`config.mk`:
```
export PLATFORM = sky130hd
export DESIGN_NAME = bmgp_ctrl
export DESIGN_NICKNAME = d
export VERILOG_FILES = /design/src/sv/bmgp_pkg.sv /design/src/sv/bmgp_ctrl.sv
export SDC_FILE = /design/constraint.sdc
export NUM_CORES = 1
export LEC_CHECK = 0
export BUFFER_PORTS_ARGS = -buffer_cell sky130_fd_sc_hd__buf_2
export CAP_MARGIN = 20
export CORE_MARGIN = 1.5
export CORE_UTILIZATION = 41
export CTS_BUF_LIST = sky130_fd_sc_hd__clkbuf_2
export CTS_CLUSTER_DIAMETER = 60
export DETAILED_ROUTE_END_ITERATION = 7
export PLACE_DENSITY_LB_ADDON = 0.25
export SYNTH_ARGS = -nofsm -noshare
export SYNTH_HDL_FRONTEND = slang
export SYNTH_SLANG_ARGS = --single-unit
```
`constraint.sdc`:
```
create_clock -name clk -period 1.2 [get_ports clk]
set_input_delay 0.18 -clock clk [delete_from_list [all_inputs] [get_ports clk]]
set_output_delay 0.18 -clock clk [all_outputs]
set_load 0.02 [all_outputs]
```
`src/sv/bmgp_pkg.sv`:
```
package bmgp_pkg;

    localparam int NODE_W = 10;
    localparam int DIR_W  = 3;
    localparam int CNT_W  = 11;
    localparam int CMD_W  = 2;
    localparam int STAT_W = 2;

    localparam logic [CMD_W-1:0] CMD_WRITE_EXIT = 2'd0;
    localparam logic [CMD_W-1:0] CMD_ADD_GOAL   = 2'd1;
    localparam logic [CMD_W-1:0] CMD_SEARCH     = 2'd2;
    localparam logic [CMD_W-1:0] CMD_QUERY      = 2'd3;

    localparam logic [STAT_W-1:0] STAT_ACK    = 2'd0;
    localparam logic [STAT_W-1:0] STAT_SEARCH = 2'd1;
    localparam logic [STAT_W-1:0] STAT_QUERY  = 2'd2;

    typedef struct packed {
        logic accept;
        logic sweep_clr;
        logic vis_clr;
        logic seed;
        logic deq;
        logic cur_load;
        logic goal_add;
        logic goal_take;
        logic exit_start;
        logic nb_rd;
        logic nb_visit;
        logic dir_adv;
        logic out_search;
        logic out_query;
    } bmgp_cmd_t;

    typedef struct packed {
        logic [CMD_W-1:0] cmd_code;
        logic             sweep_last;
        logic             vis_last;
        logic             q_empty;
        logic             goal_hit;
        logic             goal_stop;
        logic             exit_ok;
        logic             dir_last;
        logic             out_full;
    } bmgp_sts_t;

endpackage

```
`src/sv/bmgp_ctrl.sv`:
```
module bmgp_ctrl (
    input  logic                  clk,
    input  logic                  rst_n,
    input  logic                  item_valid,
    input  bmgp_pkg::bmgp_sts_t   sts,
    output logic                  item_stall,
    output bmgp_pkg::bmgp_cmd_t   cmd
);

    import bmgp_pkg::*;

    localparam logic [3:0] S_CLR    = 4'd0;
    localparam logic [3:0] S_IDLE   = 4'd1;
    localparam logic [3:0] S_GOALWR = 4'd2;
    localparam logic [3:0] S_QRY    = 4'd3;
    localparam logic [3:0] S_VCLR   = 4'd4;
    localparam logic [3:0] S_SEED   = 4'd5;
    localparam logic [3:0] S_DEQ    = 4'd6;
    localparam logic [3:0] S_CUR    = 4'd7;
    localparam logic [3:0] S_GCHK   = 4'd8;
    localparam logic [3:0] S_EXRD   = 4'd9;
    localparam logic [3:0] S_EXCHK  = 4'd10;
    localparam logic [3:0] S_VCHK   = 4'd11;
    localparam logic [3:0] S_DONE   = 4'd12;

    logic [3:0] state_reg;
    logic [3:0] state_next;

    assign item_stall = (state_reg != S_IDLE) || sts.out_full;

    always_comb
    begin
        cmd        = '0;
        state_next = state_reg;
        case (state_reg)
            S_CLR:
            begin
                cmd.sweep_clr = 1'b1;
                if (sts.sweep_last)
                begin
                    state_next = S_IDLE;
                end
            end
            S_IDLE:
            begin
                if (item_valid && !item_stall)
                begin
                    cmd.accept = 1'b1;
                    case (sts.cmd_code)
                        CMD_ADD_GOAL: state_next = S_GOALWR;
                        CMD_SEARCH:   state_next = S_VCLR;
                        CMD_QUERY:    state_next = S_QRY;
                        default:      state_next = S_IDLE;
                    endcase
                end
            end
            S_GOALWR:
            begin
                cmd.goal_add = 1'b1;
                state_next   = S_IDLE;
            end
            S_QRY:
            begin
                cmd.out_query = 1'b1;
                state_next    = S_IDLE;
            end
            S_VCLR:
            begin
                cmd.vis_clr = 1'b1;
                if (sts.vis_last)
                begin
                    state_next = S_SEED;
                end
            end
            S_SEED:
            begin
                cmd.seed   = 1'b1;
                state_next = S_DEQ;
            end
            S_DEQ:
            begin
                if (sts.q_empty)
                begin
                    state_next = S_DONE;
                end
                else
                begin
                    cmd.deq    = 1'b1;
                    state_next = S_CUR;
                end
            end
            S_CUR:
            begin
                cmd.cur_load = 1'b1;
                state_next   = S_GCHK;
            end
            S_GCHK:
            begin
                if (sts.goal_hit && sts.goal_stop)
                begin
                    cmd.goal_take = 1'b1;
                    state_next    = S_DONE;
                end
                else
                begin
                    cmd.goal_take  = sts.goal_hit;
                    cmd.exit_start = 1'b1;
                    state_next     = S_EXRD;
                end
            end
            S_EXRD:
            begin
                state_next = S_EXCHK;
            end
            S_EXCHK:
            begin
                if (sts.exit_ok)
                begin
                    cmd.nb_rd  = 1'b1;
                    state_next = S_VCHK;
                end
                else
                begin
                    cmd.dir_adv = 1'b1;
                    state_next  = sts.dir_last ? S_DEQ : S_EXRD;
                end
            end
            S_VCHK:
            begin
                cmd.nb_visit = 1'b1;
                cmd.dir_adv  = 1'b1;
                state_next   = sts.dir_last ? S_DEQ : S_EXRD;
            end
            S_DONE:
            begin
                cmd.out_search = 1'b1;
                state_next     = S_IDLE;
            end
            default:
            begin
                state_next = S_IDLE;
            end
        endcase
    end

    always_ff @(posedge clk or negedge rst_n)
    begin
        if (!rst_n)
        begin
            state_reg <= S_CLR;
        end
        else
        begin
            state_reg <= state_next;
        end
    end

endmodule

```
==> results list, run 1 <==
* Main combinational cell family by area after synthesis: simple AND/OR/NAND/NOR gates
- The cell area that synthesis handed to floorplanning was 553 um2.
- TritonCTS Buffers: 3
- Post-Synth Adder-Cell Area: 6.79%
- Mean cell area of the mapped netlist: 8.13 um2
- The first error in the log reads "[ERROR DPL-0033] detailed placement checks failed during check placement".
- In this run the deepest clock path goes through 2 buffers.
- The flow stopped in global routing.
- Worst endpoint pin kind: output port
- In this run the number of H-tree levels came out at 1.
- Final worst endpoint reported by repair_timing after global routing: cmd[9]
* Initial core utilization: 43.0%
- In the synthesized netlist the dominant register cell turns out to be dfrtp_1.
* Xor and xnor fraction of the mapped netlist area: 0%
- After synthesis the netlist holds a flip-flop and latch count of 4.
- The synthesized design spends more area on one cell type than any other, namely dfrtp_1.
- Register area share after synthesis: 18.1%
- At the end of routability-driven placement, the weighted congestion stood at 0.806.
* Commonest cells post-synth: nor2_1 (8), nand2b_1 (7), nor3_1 (5)
* Compound-Gate Fraction of Synth Area: 20.6%
- Of the post-synthesis cell area, the dominant cell type holds 18.1%.
- Synth unique cells: 30
- Result of the run: stopped before the end
- Half-perimeter wire length after placement: 1.28 mm
- Of the total synthesized cell area, the portion taken by AND, OR, NAND and NOR gates is 45.5%.
- Mapped Cells: 68
* CTS root buffer: clkbuf_2
- Entering global routing, the biggest net connects 8 pins.
* Initial antenna violation count: 0
* Die width: 39.7 um
- Clock sinks: 4
- During I/O placement, the number of pins put on the boundary was 28.
- Multiplexer share of the synthesized area: 2.04%
* Die height: 39.7 um
- Timing analysis after detailed placement gives a worst setup slack of -0.177 ns.
* Core Rows: 13
- Dominant cell by count in the synthesized netlist: nor2_1
- The number of nets handed over by synthesis was 84.
- The synthesized design contains 0 enable-type register cells.
- Input and output buffers added on the ports amount to 27.
* Dominant cells by area after synthesis: dfrtp_1 (18%), nand2b_1 (7.9%), ha_1 (6.8%), nor2_1 (5.4%), a2111oi_4 (5.0%)
- For this run, the number of Yosys warnings is 0.
- Async S/R FF share, synth: 100%
metrics by stage:
step | hold WS, ns | utilization, % | instances | instance area [um2] | setup TNS, ns
floorplan | -0.116 | - | 68 | 582 | -0.763
global placement | -0.00856 | 66.0 | 124 | 848 | -1.81
detailed placement | -0.00324 | 66.0 | 124 | 848 | -1.81
CTS | 0.243 | 85.2 | 136 | 1090 | -4.09
kinds of logic after synthesis:
family          after synthesis
simple gates                 39
compound gates               15
buf+inv                       6
flops                         4
fa+ha+maj                     3
mux                           1
timing repair:
item / in CTS
hold buffers: 1
pin swaps: 8
buffers inserted: 8
endpoints found under the setup margin: 18
endpoints found under the hold margin: 4
resized for setup: 48
==> inputs of run 2 (changes only) <==
==> config.mk (replaced) <==
export PLATFORM = sky130hd
export DESIGN_NAME = bmgp_ctrl
export DESIGN_NICKNAME = d
export VERILOG_FILES = /design/src/sv/bmgp_pkg.sv /design/src/sv/bmgp_ctrl.sv
export SDC_FILE = /design/constraint.sdc
export NUM_CORES = 1
export LEC_CHECK = 0
export BUFFER_PORTS_ARGS = -buffer_cell sky130_fd_sc_hd__buf_2
export CAP_MARGIN = 20
export CORE_AREA = 2 2 63 65
export DETAILED_ROUTE_END_ITERATION = 7
export DIE_AREA = 0 0 65 67
export PLACE_DENSITY_LB_ADDON = 0.15
export SYNTH_ARGS = -nofsm -noshare
export SYNTH_HDL_FRONTEND = slang
export SYNTH_SLANG_ARGS = --single-unit
==> constraint.sdc (replaced) <==
create_clock -name clk -period 1.56 [get_ports clk]
set_input_delay 0.234 -clock clk [delete_from_list [all_inputs] [get_ports clk]]
set_output_delay 0.234 -clock clk [all_outputs]
set_load 0.02 [all_outputs]
==> results list, run 2 <==
- #FFs+latches synth: 4 (unchanged)
* Cell type with the largest total area after synthesis: dfrtp_1
- The number of core rows is 22 (+9).
- CTS root buffer: clkbuf_8
- nor2_1 is the most common cell in the netlist.
* Most instantiated flip-flop cell in the synthesis netlist: dfrtp_1
* Final clock period utilization by the worst path: 101%
- After layout, the minimum clock period comes to 1.58 ns.
* Worst Max-Slew Pin Slew: 0.357 ns
- STA classifies the critical path startpoint as a register.
- The post-placement worst setup slack is 0.0676 ns (+0.245 ns).
- TritonCTS Buffers: 3 (unchanged)
* Result of the run: finished with violations
* Antenna fix cells: 0
- Synth Cell Area: 553 um2 (unchanged)
- After the first detailed-routing iteration, the DRC count stood at 20.
- Via count of the first global-routing pass: 659
* Classification of the worst-slack hold path: input port to register
* Proportion of power drawn by flip-flops and latches: 15.9%
- The maximum clock insertion buffer count is 2 (unchanged).
- Of all nets on the critical path, the largest fanout is 6.
- Area of the core region: 0.00361 mm2
- Clock sinks: 4 (unchanged)
- Dominant cells by area after synthesis: dfrtp_1 (18%), nand2b_1 (7.9%), ha_1 (6.8%), nor2_1 (5.4%), a2111oi_4 (5.0%)
- Pwr per Cell Area: 1530 mW/mm2
- Critical path arrival: 1.35 ns
- The internal portion of the total power is 0.754 mW.
- In this run switching power makes up 46.7% of total power.
- Total number of nets in the final design: 123
- The library cell used most frequently in the layout, excluding fill and tap cells, is buf_2.
- Maximum number of pins on one net before global-route repair: 16
- Counting the fill cells in the layout gives 427.
- From synthesis to final layout, the design area changed by 67.0%.
- Initial antenna violation count: 0
* Count of port buffers added during placement: 27 (unchanged)
- Setup violations remaining at the end of the flow were counted as 1.
* First-pass iteration count of the detailed router: 4
* Die width: 65 um (+64%)
* Share of the synthesized area in the top cell type: 18.1% (unchanged)
* Clock latency reported for the late side of the worst-skew pair: 0.22 ns
- The initial core utilization was 15.3% (-28 points).
* Boundary Pins: 28 (unchanged)
- DRC viols: 0
- The placer congestion estimate came to 0.730 (-9.4%).
- The maximum level of the CTS H-tree is 1 (unchanged).
- Routed wire per std cell: 12.1 um
- Setup repair after global routing missed its margin: yes
- The final hold violation count came to 0.
- TritonCTS clock tree: done
- The HPWL after detailed placement came to 1.47 mm (+14%).
- Sorting the synthesized cells by how often they occur yields nor2_1 (8), nand2b_1 (7), nor3_1 (5).
* Total grt overflow: 0
* Cell leakage power: 0.423 nW
* Register area share after synthesis: 18.1% (unchanged)
- Violated checks: setup timing
- Final total power: 1.41 mW
* Yosys warning total: 0 (unchanged)
- The count of nets left with antenna violations once routing finished came out at 0.
* Commonest cells after routing, fill and taps aside: buf_2 (22), buf_4 (10), nor2_1 (6), nand2b_1 (6), buf_6 (5)
- Static timing analysis puts the maximum clock frequency at 0.632 GHz.
- The floorplan step defined a die boundary enclosing 0.00436 mm2.
* Die height: 67 um (+69%)
- The worst setup path is of the register to output pin kind.
* Detailed-route via count: 620
- In this run the most critical hold path is launched from sts[6].
- The number of unique standard cell types used by synthesis is 30 (unchanged).
- Layout cells sized above 1: 53.3%
- Relative slew margins: 76.0%
- The synthesized area per cell was 8.13 um2 (unchanged).
* Launch instance of the worst register-to-register path: state_reg[2]
- Max_cap viols: 0
- Post-Route Skew: 0.00131 ns
- Global-route usage over all layers: 9.26%
- Clock-pin slew was measured on the worst setup and hold paths at 0.03 ns.
- Switching power: 0.660 mW
- After detailed routing, the total wire length is 1.85 mm.
- Global-route wire length before repair: 3.10 mm
- Critical path launch point: state_reg[2]
- The worst setup path is captured at an output pin.
- The max-slew violation count is 0.
* Largest register FFs: 4
- STA puts the critical path data required time at 1.33 ns.
* Number of enable-type register cells in the synthesized netlist: 0 (unchanged)
- Final worst slack: -0.0218 ns
- Number of vias per cell after detailed routing: 4.05
* Combinational power share: 68.7%
* Clock power share: 15.3%
- Max VDD drop: 293 uV
* Async S/R FF share, synth: 100% (unchanged)
* Mapped Nets: 84 (unchanged)
* Mapped Cells: 68 (unchanged)
run 2: cell counts after synthesis:
No cell type changed its count.
run 2: path summary, 6_finish.rpt:
path | endpoint | cells after the start | slack [ns]
setup reg to reg | state_reg[0] | 6 | 0.01
setup / recovery | cmd[5] | 3 | -0.02
hold reg to reg | state_reg[1] | 3 | 0.75
hold / removal | state_reg[2] | 3 | 0.33
min in group asynchronous | state_reg[1] | 2 | 0.36
max in group asynchronous | state_reg[2] | 2 | 1.07
run 2: final cells by class:
class / count / area [um2] / area share, %
Timing Repair Buffer: 38 / 251 / 27.2
Clock buffer: 3 / 41.3 / 4.47
Inverter: 2 / 7.51 / 0.813
Multi-Input combinational cell: 58 / 459 / 49.7
Tap cell: 48 / 60.1 / 6.50
Sequential cell: 4 / 104 / 11.2
run 2: power by group through the flow:
stage | combinational [mW] | clock [mW] | sequential [mW]
floorplan | 0.593 | 0 | 0.199
global placement | 0.867 | 0 | 0.213
detailed placement | 0.861 | 0 | 0.211
CTS | 0.947 | 0.222 | 0.215
global route | 1.07 | 0.234 | 0.231
finish | 0.972 | 0.217 | 0.225
run 2: per-stage QoR:
| step | hold slack (ns) | cell area (um2) | TNS (ns) | utilization [%] | instances |
|---|---|---|---|---|---|
| after floorplan | -0.0616 | 559 | 0 | - | 68 |
| after global placement | 0.0410 | 776 | 0 | 21.5 | 146 |
| after detailed placement | 0.0415 | 776 | 0 | 21.5 | 146 |
| after CTS | 0.320 | 891 | -0.0508 | 24.7 | 153 |
| after global routing | 0.342 | 923 | -0.240 | 25.6 | 153 |
| final | 0.326 | 923 | -0.0218 | 25.6 | 153 |
run 2: critical path, stage by stage (launching register included):
cell	delay (ns)
dfrtp_2	0.47
nand2b_4	0.18
a2111oi_4	0.29
buf_4	0.20
run 2: cell families (layout without fill, tap and decap cells):
group                    count (synthesis)  in the layout  share of synthesized area, %
buffers and inverters                    6             43                          7.01
AO/OA/AOI/OAI                           15             15                          20.6
AND/OR/NAND/NOR                         39             39                          45.5
flip-flops                               4              4                          18.1
multiplexers                             1              1                          2.04
adder cells (fa/ha/maj)                  3              3                          6.79
run 2: routing by layer:
metal	track usage, %	up-vias	part of all wire [%]
met5	0	-	0
met4	0.798	0	0
met3	3.38	0	7.6
met2	14.6	21	44
met1	12.5	277	48
li1	-	322	-
run 2: timing repair:
item | CTS | global route
gates resized for setup | 12 | 10
pin swaps | 2 | 1
setup endpoints to repair | 10 | 12
buffers inserted | 3 | 0
hold buffers | 1 | 0
endpoints found under the hold margin | 4 | 0
No activity file was read; power rests on OpenSTA's default activity.
